--- src/rtl/core/ehd_pkg.sv ---
`timescale 1ns / 1ps

package ehd_pkg;

  localparam int EntityWindow = 12;
  localparam int NumCells     = EntityWindow + 1;
  localparam int IdxW         = $clog2(NumCells);
  localparam int CntW         = $clog2(NumCells + 1);
  localparam int CpW          = 21;

  localparam logic [CpW-1:0] CpMax = 21'h10FFFF;

  localparam logic [7:0] CharAmp  = 8'h26;
  localparam logic [7:0] CharSemi = 8'h3B;
  localparam logic [7:0] CharHash = 8'h23;
  localparam logic [7:0] CharLt   = 8'h3C;
  localparam logic [7:0] CharGt   = 8'h3E;
  localparam logic [7:0] CharQuot = 8'h22;
  localparam logic [7:0] CharApos = 8'h27;
  localparam logic [7:0] CharLowX = 8'h78;
  localparam logic [7:0] CharUpX  = 8'h58;

  localparam logic [23:0] NameAmp  = "amp";
  localparam logic [15:0] NameLt   = "lt";
  localparam logic [15:0] NameGt   = "gt";
  localparam logic [31:0] NameQuot = "quot";
  localparam logic [31:0] NameApos = "apos";

  typedef enum logic [1:0] {
    ST_SCAN,
    ST_DEC,
    ST_VERB
  } scan_state_e;

  typedef struct packed {
    logic            shift;
    logic            load;
    logic [IdxW-1:0] load_idx;
  } chain_ctl_t;

  typedef struct packed {
    logic       valid;
    logic [7:0] data;
    logic       last;
  } emit_t;

endpackage

--- src/rtl/core/ehd_cell.sv ---
`timescale 1ns / 1ps

module ehd_cell (
  input  logic       clk_i,
  input  logic       shift_i,
  input  logic       load_i,
  input  logic [7:0] right_i,
  input  logic [7:0] in_i,
  output logic [7:0] data_o
);

  logic [7:0] data_q, data_d;

  always_comb begin
    data_d = data_q;
    if (load_i) begin
      data_d = in_i;
    end else if (shift_i) begin
      data_d = right_i;
    end
  end

  always_ff @(posedge clk_i) begin
    data_q <= data_d;
  end

  assign data_o = data_q;

endmodule

--- src/rtl/core/ehd_scan.sv ---
`timescale 1ns / 1ps

module ehd_scan import ehd_pkg::*; (
  input  logic                      clk_i,
  input  logic                      rst_ni,
  input  logic                      go_i,
  input  logic                      in_valid_i,
  input  logic                      in_last_i,
  input  logic [NumCells-1:0][7:0]  cells_i,
  output logic                      ready_o,
  output chain_ctl_t                ctl_o,
  output emit_t                     emit_o
);

  typedef struct packed {
    logic [2:0]      len;
    logic [3:0][7:0] b;
  } utf_t;

  function automatic utf_t utf8_enc(input logic [CpW-1:0] cp);
    utf_t u;
    u = '0;
    if (cp < CpW'(21'h80)) begin
      u.len  = 3'd1;
      u.b[0] = cp[7:0];
    end else if (cp < CpW'(21'h800)) begin
      u.len  = 3'd2;
      u.b[0] = {3'b110, cp[10:6]};
      u.b[1] = {2'b10, cp[5:0]};
    end else if (cp < CpW'(21'h10000)) begin
      u.len  = 3'd3;
      u.b[0] = {4'b1110, cp[15:12]};
      u.b[1] = {2'b10, cp[11:6]};
      u.b[2] = {2'b10, cp[5:0]};
    end else begin
      u.len  = 3'd4;
      u.b[0] = {5'b11110, cp[20:18]};
      u.b[1] = {2'b10, cp[17:12]};
      u.b[2] = {2'b10, cp[11:6]};
      u.b[3] = {2'b10, cp[5:0]};
    end
    return u;
  endfunction

  scan_state_e     state_q, state_d;
  logic [CntW-1:0] n_q, n_d;
  logic [IdxW-1:0] p_q, p_d;
  logic            str_last_q, str_last_d;
  logic [CntW-1:0] dcnt_q, dcnt_d;
  logic [2:0]      ucnt_q, ucnt_d;
  logic            ulast_q, ulast_d;
  logic [3:0][7:0] ub_q, ub_d;
  logic            hash_q, hash_d;
  logic            hex_q, hex_d;
  logic            num_ok_q, num_ok_d;
  logic            big_q, big_d;
  logic [CpW-1:0]  cp_q, cp_d;

  logic [7:0]      b;
  logic [IdxW-1:0] len;
  logic            in_scan, have_byte, tail_fail, in_win, win_full, is_semi;
  logic            act_pass, act_open, act_add, act_semi, act_dec, act_verb, act_fail;
  logic            name_hit, num_hit;
  logic [CpW-1:0]  name_cp, cp_sel;
  utf_t            utf;
  logic            is_dec, hex_ok, digit_ok;
  logic [3:0]      hex_v, dig;
  logic [CpW+3:0]  mul, nxt;
  logic            nxt_big;

  assign b        = cells_i[p_q];
  assign len      = p_q - IdxW'(1);
  assign in_scan  = (state_q == ST_SCAN) && go_i;
  assign have_byte = CntW'(p_q) < n_q;
  assign tail_fail = !have_byte && (n_q != '0) && str_last_q;
  assign win_full = p_q >= IdxW'(EntityWindow);
  assign is_semi  = b == CharSemi;
  assign in_win   = in_scan && have_byte && (p_q != '0);

  always_comb begin
    name_hit = 1'b1;
    name_cp  = '0;
    if (len == IdxW'(3) && {cells_i[1], cells_i[2], cells_i[3]} == NameAmp) begin
      name_cp = CpW'(CharAmp);
    end else if (len == IdxW'(2) && {cells_i[1], cells_i[2]} == NameLt) begin
      name_cp = CpW'(CharLt);
    end else if (len == IdxW'(2) && {cells_i[1], cells_i[2]} == NameGt) begin
      name_cp = CpW'(CharGt);
    end else if (len == IdxW'(4) &&
                 {cells_i[1], cells_i[2], cells_i[3], cells_i[4]} == NameQuot) begin
      name_cp = CpW'(CharQuot);
    end else if (len == IdxW'(4) &&
                 {cells_i[1], cells_i[2], cells_i[3], cells_i[4]} == NameApos) begin
      name_cp = CpW'(CharApos);
    end else begin
      name_hit = 1'b0;
    end
  end

  assign num_hit = hash_q && num_ok_q && (hex_q ? (len > IdxW'(2)) : (len > IdxW'(1)));
  assign cp_sel  = name_hit ? name_cp : cp_q;
  assign utf     = utf8_enc(cp_sel);

  always_comb begin
    hex_ok = 1'b1;
    hex_v  = '0;
    if (b >= 8'h30 && b <= 8'h39) begin
      hex_v = b[3:0];
    end else if ((b >= 8'h61 && b <= 8'h66) || (b >= 8'h41 && b <= 8'h46)) begin
      hex_v = b[3:0] + 4'd9;
    end else begin
      hex_ok = 1'b0;
    end
  end

  assign is_dec   = (b >= 8'h30) && (b <= 8'h39);
  assign digit_ok = hex_q ? hex_ok : is_dec;
  assign dig      = hex_q ? hex_v : b[3:0];
  assign mul      = hex_q ? {cp_q, 4'b0000}
                          : ({1'b0, cp_q, 3'b000} + {3'b000, cp_q, 1'b0});
  assign nxt      = mul + (CpW+4)'(dig);
  assign nxt_big  = nxt > (CpW+4)'(CpMax);

  assign act_pass = in_scan && have_byte && (p_q == '0) && (b != CharAmp);
  assign act_open = in_scan && have_byte && (p_q == '0) && (b == CharAmp);
  assign act_semi = in_win && is_semi;
  assign act_dec  = act_semi && (name_hit || (num_hit && !big_q));
  assign act_verb = act_semi && !name_hit && num_hit && big_q;
  assign act_add  = in_win && !is_semi && !win_full;
  assign act_fail = (act_semi && !name_hit && !num_hit) ||
                    (in_win && !is_semi && win_full) ||
                    (in_scan && tail_fail);

  assign ready_o = in_scan &&
                   ((!have_byte && !tail_fail) ||
                    ((act_pass || act_open || act_add) &&
                     (CntW'(p_q) + CntW'(1) == n_q) && !str_last_q));

  always_comb begin
    state_d = state_q;
    case (state_q)
      ST_SCAN: begin
        if (act_dec) begin
          state_d = ST_DEC;
        end else if (act_verb) begin
          state_d = ST_VERB;
        end
      end
      ST_VERB: begin
        if (go_i && dcnt_q == CntW'(1)) begin
          state_d = ST_SCAN;
        end
      end
      ST_DEC: begin
        if (go_i && ucnt_q <= 3'd1 && dcnt_q <= CntW'(1)) begin
          state_d = ST_SCAN;
        end
      end
      default: begin
        state_d = ST_SCAN;
      end
    endcase
  end

  always_comb begin
    n_d        = n_q;
    p_d        = p_q;
    str_last_d = str_last_q;
    dcnt_d     = dcnt_q;
    ucnt_d     = ucnt_q;
    ulast_d    = ulast_q;
    ub_d       = ub_q;
    hash_d     = hash_q;
    hex_d      = hex_q;
    num_ok_d   = num_ok_q;
    big_d      = big_q;
    cp_d       = cp_q;
    ctl_o      = '0;
    emit_o     = '0;

    case (state_q)
      ST_SCAN: begin
        if (act_pass) begin
          emit_o.valid = 1'b1;
          emit_o.data  = b;
          emit_o.last  = str_last_q && (n_q == CntW'(1));
          ctl_o.shift  = 1'b1;
        end else if (act_open) begin
          p_d = IdxW'(1);
        end else if (act_add) begin
          p_d = p_q + IdxW'(1);
          if (p_q == IdxW'(1)) begin
            hash_d   = b == CharHash;
            hex_d    = 1'b0;
            num_ok_d = 1'b1;
            big_d    = 1'b0;
            cp_d     = '0;
          end else if (p_q == IdxW'(2) && (b == CharLowX || b == CharUpX)) begin
            hex_d = 1'b1;
          end else if (digit_ok) begin
            if (!big_q) begin
              if (nxt_big) begin
                big_d = 1'b1;
              end else begin
                cp_d = nxt[CpW-1:0];
              end
            end
          end else begin
            num_ok_d = 1'b0;
          end
        end else if (act_fail) begin
          emit_o.valid = 1'b1;
          emit_o.data  = CharAmp;
          emit_o.last  = str_last_q && (n_q == CntW'(1));
          ctl_o.shift  = 1'b1;
          p_d          = '0;
        end else if (act_dec) begin
          p_d     = '0;
          ub_d    = utf.b;
          ucnt_d  = utf.len;
          dcnt_d  = CntW'(p_q) + CntW'(1);
          ulast_d = str_last_q && (n_q == CntW'(p_q) + CntW'(1));
        end else if (act_verb) begin
          p_d    = '0;
          dcnt_d = CntW'(p_q) + CntW'(1);
        end
      end
      ST_VERB: begin
        if (go_i) begin
          emit_o.valid = 1'b1;
          emit_o.data  = cells_i[0];
          emit_o.last  = str_last_q && (n_q == CntW'(1));
          ctl_o.shift  = 1'b1;
          dcnt_d       = dcnt_q - CntW'(1);
        end
      end
      ST_DEC: begin
        if (go_i) begin
          if (ucnt_q != 3'd0) begin
            emit_o.valid = 1'b1;
            emit_o.data  = ub_q[0];
            emit_o.last  = ulast_q && (ucnt_q == 3'd1);
            ub_d         = {8'h00, ub_q[3:1]};
            ucnt_d       = ucnt_q - 3'd1;
          end
          if (dcnt_q != '0) begin
            ctl_o.shift = 1'b1;
            dcnt_d      = dcnt_q - CntW'(1);
          end
        end
      end
      default: begin
      end
    endcase

    ctl_o.load     = in_valid_i && ready_o;
    ctl_o.load_idx = IdxW'(n_q - CntW'(ctl_o.shift));
    n_d            = n_q - CntW'(ctl_o.shift) + CntW'(ctl_o.load);
    if (ctl_o.load) begin
      str_last_d = in_last_i;
    end
  end

  always_ff @(posedge clk_i or negedge rst_ni) begin
    if (!rst_ni) begin
      state_q    <= ST_SCAN;
      n_q        <= '0;
      p_q        <= '0;
      str_last_q <= 1'b0;
      dcnt_q     <= '0;
      ucnt_q     <= '0;
    end else begin
      state_q    <= state_d;
      n_q        <= n_d;
      p_q        <= p_d;
      str_last_q <= str_last_d;
      dcnt_q     <= dcnt_d;
      ucnt_q     <= ucnt_d;
    end
  end

  always_ff @(posedge clk_i) begin
    ulast_q  <= ulast_d;
    ub_q     <= ub_d;
    hash_q   <= hash_d;
    hex_q    <= hex_d;
    num_ok_q <= num_ok_d;
    big_q    <= big_d;
    cp_q     <= cp_d;
  end

endmodule

--- src/rtl/core/html_entity_decoder.sv ---
`timescale 1ns / 1ps

// Byte-stream HTML entity decoder. Plain text moves at one byte per cycle while
// the output can advance: a row of 13 byte cells holds the open '&' window, and
// a scanner walks it one byte per cycle while the output can advance. On ';' a
// named or numeric entity is sent as 1 to 4 UTF-8 bytes while the window cells
// drain; a number at or above 0x110000 sends the window verbatim, one byte per
// cycle while the output can advance. An unknown or overlong window sends '&'
// and rescans the buffered bytes one per cycle while the output can advance.
// With in_last_i set, any open window is flushed and the final byte of the
// string carries out_last_o. Input is held off (in_stall_o) during decode,
// verbatim copy, rescan and end-of-string flush, and whenever the output
// register cannot advance.
module html_entity_decoder import ehd_pkg::*; (
  input  logic       clk_i,
  input  logic       rst_ni,
  input  logic       in_valid_i,
  output logic       in_stall_o,
  input  logic [7:0] in_byte_i,
  input  logic       in_last_i,
  output logic       out_valid_o,
  input  logic       out_stall_i,
  output logic [7:0] out_byte_o,
  output logic       out_last_o
);

  logic                     go;
  logic                     ready;
  chain_ctl_t               ctl;
  emit_t                    emit;
  logic [NumCells-1:0][7:0] cells;

  logic       out_valid_q, out_valid_d;
  logic [7:0] out_byte_q;
  logic       out_last_q;

  assign go = !out_valid_q || !out_stall_i;

  for (genvar i = 0; i < NumCells; i++) begin : g_cell
    logic [7:0] right;
    logic       load_en;

    if (i == NumCells - 1) begin : g_end
      assign right = 8'h00;
    end else begin : g_mid
      assign right = cells[i+1];
    end

    assign load_en = ctl.load && (ctl.load_idx == IdxW'(i));

    ehd_cell u_cell (
      .clk_i   (clk_i),
      .shift_i (ctl.shift),
      .load_i  (load_en),
      .right_i (right),
      .in_i    (in_byte_i),
      .data_o  (cells[i])
    );
  end

  ehd_scan u_scan (
    .clk_i      (clk_i),
    .rst_ni     (rst_ni),
    .go_i       (go),
    .in_valid_i (in_valid_i),
    .in_last_i  (in_last_i),
    .cells_i    (cells),
    .ready_o    (ready),
    .ctl_o      (ctl),
    .emit_o     (emit)
  );

  assign in_stall_o = !ready;

  always_comb begin
    out_valid_d = out_valid_q;
    if (go) begin
      out_valid_d = emit.valid;
    end
  end

  always_ff @(posedge clk_i or negedge rst_ni) begin
    if (!rst_ni) begin
      out_valid_q <= 1'b0;
    end else begin
      out_valid_q <= out_valid_d;
    end
  end

  always_ff @(posedge clk_i) begin
    if (go && emit.valid) begin
      out_byte_q <= emit.data;
      out_last_q <= emit.last;
    end
  end

  assign out_valid_o = out_valid_q;
  assign out_byte_o  = out_byte_q;
  assign out_last_o  = out_last_q;

`ifndef SYNTH
  a_emit_needs_room: assert property (@(posedge clk_i) disable iff (!rst_ni)
    emit.valid |-> go)
    else $error("byte produced while the output register is blocked");

  a_load_in_range: assert property (@(posedge clk_i) disable iff (!rst_ni)
    ctl.load |-> (ctl.load_idx < IdxW'(NumCells)) && go)
    else $error("cell load outside the chain or while output is blocked");

  a_last_holds_input: assert property (@(posedge clk_i) disable iff (!rst_ni)
    (emit.valid && emit.last) |-> in_stall_o)
    else $error("new transaction taken with the final byte of a string");
`endif

endmodule

--- config.mk ---
export PLATFORM = sky130hd
export DESIGN_NAME = html_entity_decoder
export DESIGN_NICKNAME = d
export VERILOG_FILES = /design/src/rtl/core/ehd_pkg.sv /design/src/rtl/core/ehd_cell.sv /design/src/rtl/core/ehd_scan.sv /design/src/rtl/core/html_entity_decoder.sv
export SDC_FILE = /design/constraint.sdc
export NUM_CORES = 1
export LEC_CHECK = 0
export BUFFER_PORTS_ARGS = -buffer_cell sky130_fd_sc_hd__buf_2
export CAP_MARGIN = 20
export CORE_ASPECT_RATIO = 0.7
export CORE_MARGIN = 10
export CORE_UTILIZATION = 45
export CTS_CLUSTER_DIAMETER = 30
export DETAILED_ROUTE_END_ITERATION = 10
export GPL_TIMING_DRIVEN = 0
export SETUP_SLACK_MARGIN = 0.2
export SLEW_MARGIN = 20
export SYNTH_ARGS = -nofsm -noshare
export SYNTH_HDL_FRONTEND = slang
export SYNTH_SLANG_ARGS = --single-unit
--- constraint.sdc ---
create_clock -name clk_i -period 8.1 [get_ports clk_i]
set_input_delay 1.215 -clock clk_i [delete_from_list [all_inputs] [get_ports clk_i]]
set_output_delay 1.215 -clock clk_i [all_outputs]
set_load 0.02 [all_outputs]
==> results.json <==
{
  "antenna_found_initial": 0,
  "worst_pin_slew_ps": 1127,
  "dpl-instance-area_um2": 12900,
  "fp-row-count": 50,
  "post-place-ws_ps": -378.1,
  "num_vias": 9671,
  "pwr_density_cell_nw_per_um2": 444.9,
  "die_y_um": 158.2,
  "synthTopCellsByCount": "edfxtp_1 (168), nand2_1 (119), mux2_2 (107)",
  "cts_buffer_depth": 2,
  "synth_top_cells_by_area": "edfxtp_1 (41%), mux2_2 (9.8%), ha_1 (5.1%)",
  "netlist.top_cell.by_area": "edfxtp_1",
  "final_area_um2": 13550,
  "worstPathArrival_ps": 7570,
  "syn_nets": 1212,
  "core_region_area_um2": 26780,
  "status": "completed",
  "numCtsBuffers": 17,
  "ant_nets": 0,
  "io_pins": 24,
  "synth_seq_area_share": 0.4498,
  "grt_first_pass_wirelength_mm": 53.50,
  "cts-hold-fix-buffers": 0,
  "hold_viol": 0,
  "finalNonFillerCells": 1569,
  "maxSlewHeadroom": 0.2466,
  "h-tree-depth": 4,
  "clkSinkCount": 187,
  "nNetsFinal": 1257,
  "wl_mm": 35.01,
  "max_stage_delay_ps": 520,
  "worstSetupPathType": "reg2reg",
  "insertedDiodeCount": 0,
  "peakVddDrop_v": 0.0002367,
  "seqPwrFrac": 0.355,
  "use_met2": 0.2742,
  "max_cap_violations": 0,
  "dp_hpwl_mm": 26.85,
  "final.fill_count": 2492,
  "synth_top_area_share": 0.4111,
  "crit_path_start_kind": "flop",
  "clk_latency_ps": 450,
  "setup_ws_ps": 682.1,
  "synth_seq_cells": 187,
  "fin_crit_sh": 0.9158,
  "use_met1": 0.3127,
  "cp-end-kind": "flop",
  "busiest_layer": "met1",
  "finClkSkew_ps": 13.18,
  "rsz0062_at_grt": "false",
  "grt_pass1_vias": 8884,
  "combPwrFrac": 0.501,
  "die-area_um2": 34380,
  "syn_avg_cell_area_um2": 10.70,
  "drtPass1Iterations": 5,
  "cts_tree": "yes",
  "overflow": 0,
  "die_w_um": 217.4,
  "clk_pin_slew_ps": 70,
  "track_usage": 0.2026,
  "min_path_type": "reg2reg",
  "grt_use_met3": 0.05148,
  "syn_to_final_growth_pct": 10.42,
  "p_int_mw": 3.340,
  "synthArstFlopShare": 0.1016,
  "synth_cells": 1147,
  "wl_per_cell_um": 22.31,
  "cts_setup_buffers": 0,
  "io_buffers": 23,
  "multi_input_comb_area_um2": 6394,
  "vias_per_cell": 6.164,
  "leakage_nw": 5.044,
  "maxSlewViolCount": 0,
  "worstPathRequired_ps": 8250,
  "seqCellArea_um2": 5523,
  "cp_slowest_cell": "mux4_2",
  "drt-initial-drc-count": 1045,
  "drive_gt1_frac": 0.1925,
  "netlist_area_um2": 12270,
  "cp_num_buf_inv": 7,
  "route.detailed.drc": 0,
  "gp_congestion": 0.9048,
  "path_max_fanout": 15,
  "synth.distinct_cells": 82,
  "initial_core_util": 0.4584,
  "synthFlopType": "edfxtp_1",
  "p_switching_mw": 2.690,
  "cp_top_family": "compound AO/OA/AOI/OAI gates",
  "setup_viol": 0,
  "grt_max_degree": 30,
  "yosys.cell_count.top_type": "edfxtp_1",
  "max_freq_ghz": 0.1348,
  "p_sw_frac": 0.4461,
  "worst_path_most_repeated_cell": "buf_6",
  "period_minus_slack_ps": 7418,
  "synth_edf_count": 168,
  "yosysWarnings": 0,
  "dp.cells": 1537,
  "root_buffer": "clkbuf_16",
  "tns_ps": 0,
  "p_clk_frac": 0.144
}
placed cells by master, fill, tap and decap left out, types with 5 or more instances in the layout:
cell,count
o31a_1,5
nand2_1,119
nand4b_1,5
nand2b_1,8
edfxtp_1,168
and3_1,26
nand3_1,22
nor4_1,11
o21ai_0,55
mux4_2,20
a22oi_1,10
clkbuf_1,42
nor2b_1,10
a211oi_1,5
xnor2_1,23
a222oi_1,5
ha_1,50
a31oi_1,10
o31ai_1,12
and2_1,15
clkinvlp_4,5
buf_2,32
clkbuf_16,17
a221oi_1,8
a21o_1,12
nand3_2,5
o21a_1,12
dfrtp_1,17
nor3_1,25
mux2i_1,12
nand4_1,16
o22ai_1,7
a21oi_1,60
inv_1,44
xor2_1,8
nor2_1,79
mux2_2,107
worst paths after layout:
check	start	end	slack (ps)	cells after the start
max in group asynchronous	rst_ni	u_scan.p_q[0]	7040	1
hold / removal	u_scan.dcnt_q[1]	u_scan.dcnt_q[1]	510	2
min in group asynchronous	rst_ni	u_scan.dcnt_q[2]	710	1
hold reg to reg	u_scan.dcnt_q[1]	u_scan.dcnt_q[1]	510	2
setup reg to reg	u_scan.p_q[0]	u_scan.cp_q[3]	680	28
setup / recovery	u_scan.p_q[0]	u_scan.cp_q[3]	680	28
layer usage:
layer / share of wire / vias to the layer above / routed length (µm)
li1: - / 4461 / -
met1: 0.50 / 4784 / 17560
met2: 0.40 / 402 / 14000
met3: 0.091 / 24 / 3190
met4: 0.0071 / 0 / 248
met5: 0 / - / 0
stage by stage:
step,hold slack [ps],utilization,power (mW)
floorplan,465.3,-,4.116
global placement,494.2,0.4797,5.015
detailed placement,494.7,0.4818,5.079
CTS,511.2,0.5043,5.957
global route,547.4,0.5061,6.395
finish,508.5,0.5061,6.030
worst min-delay path: cells and delay by family, from the launching register on:
kind | cells | cell delay, ps
flops | 1 | 370
compound gates | 1 | 60
simple gates | 1 | 50
repair_timing:
item	in CTS	in global routing
gates cloned	0	0
pin swaps	0	0
endpoints found under the setup margin	162	134
resized for setup	7	14
kinds of logic after synthesis:
logic type               after synthesis  share of synthesized area
AND/OR/NAND/NOR                      374                     0.1524
AO/OA/AOI/OAI                        258                     0.1414
flip-flops                           187                     0.4498
multiplexers                         139                     0.1447
buffers and inverters                105                    0.03466
adder cells (fa/ha/maj)               52                    0.05424
XOR/XNOR                              32                    0.02284
final cells by class:
cell class / instances / area share
clock inverter: 14 / 0.01219
timing repair buffer: 26 / 0.01117
clock buffer: 18 / 0.03167
tap: 364 / 0.03361
inverter: 47 / 0.01302
multi-input combinational: 855 / 0.4718
sequential: 187 / 0.4075
buffer: 58 / 0.01902
power groups by stage:
| stage | Combinational, mW | Clock (mW) | Sequential, mW |
|---|---|---|---|
| floorplan | 2.11 | 0 | 2.00 |
| global placement | 2.88 | 0 | 2.14 |
| detailed placement | 2.94 | 0 | 2.14 |
| CTS | 2.96 | 0.875 | 2.12 |
| global route | 3.30 | 0.906 | 2.18 |
| finish | 3.02 | 0.867 | 2.14 |
flip-flops by register name (all words and copies together), names as in the netlist:
| name | flops |
|---|---|
| out_byte_o | 8 |
| u_scan.str_last_q | 1 |
| u_scan.n_q | 4 |
| out_last_o | 1 |
| u_scan.big_q | 1 |
| u_scan.state_q | 2 |
| u_scan.ucnt_q | 3 |
| g_cell.u_cell.data_o | 104 |
| u_scan.ulast_q | 1 |
| u_scan.ub_q | 29 |
| u_scan.p_q | 4 |
| out_valid_o | 1 |
| u_scan.dcnt_q | 4 |
| u_scan.num_ok_q | 1 |
| u_scan.hex_q | 1 |
| u_scan.cp_q | 21 |
| u_scan.hash_q | 1 |
No activity file was read; power rests on OpenSTA's default activity.
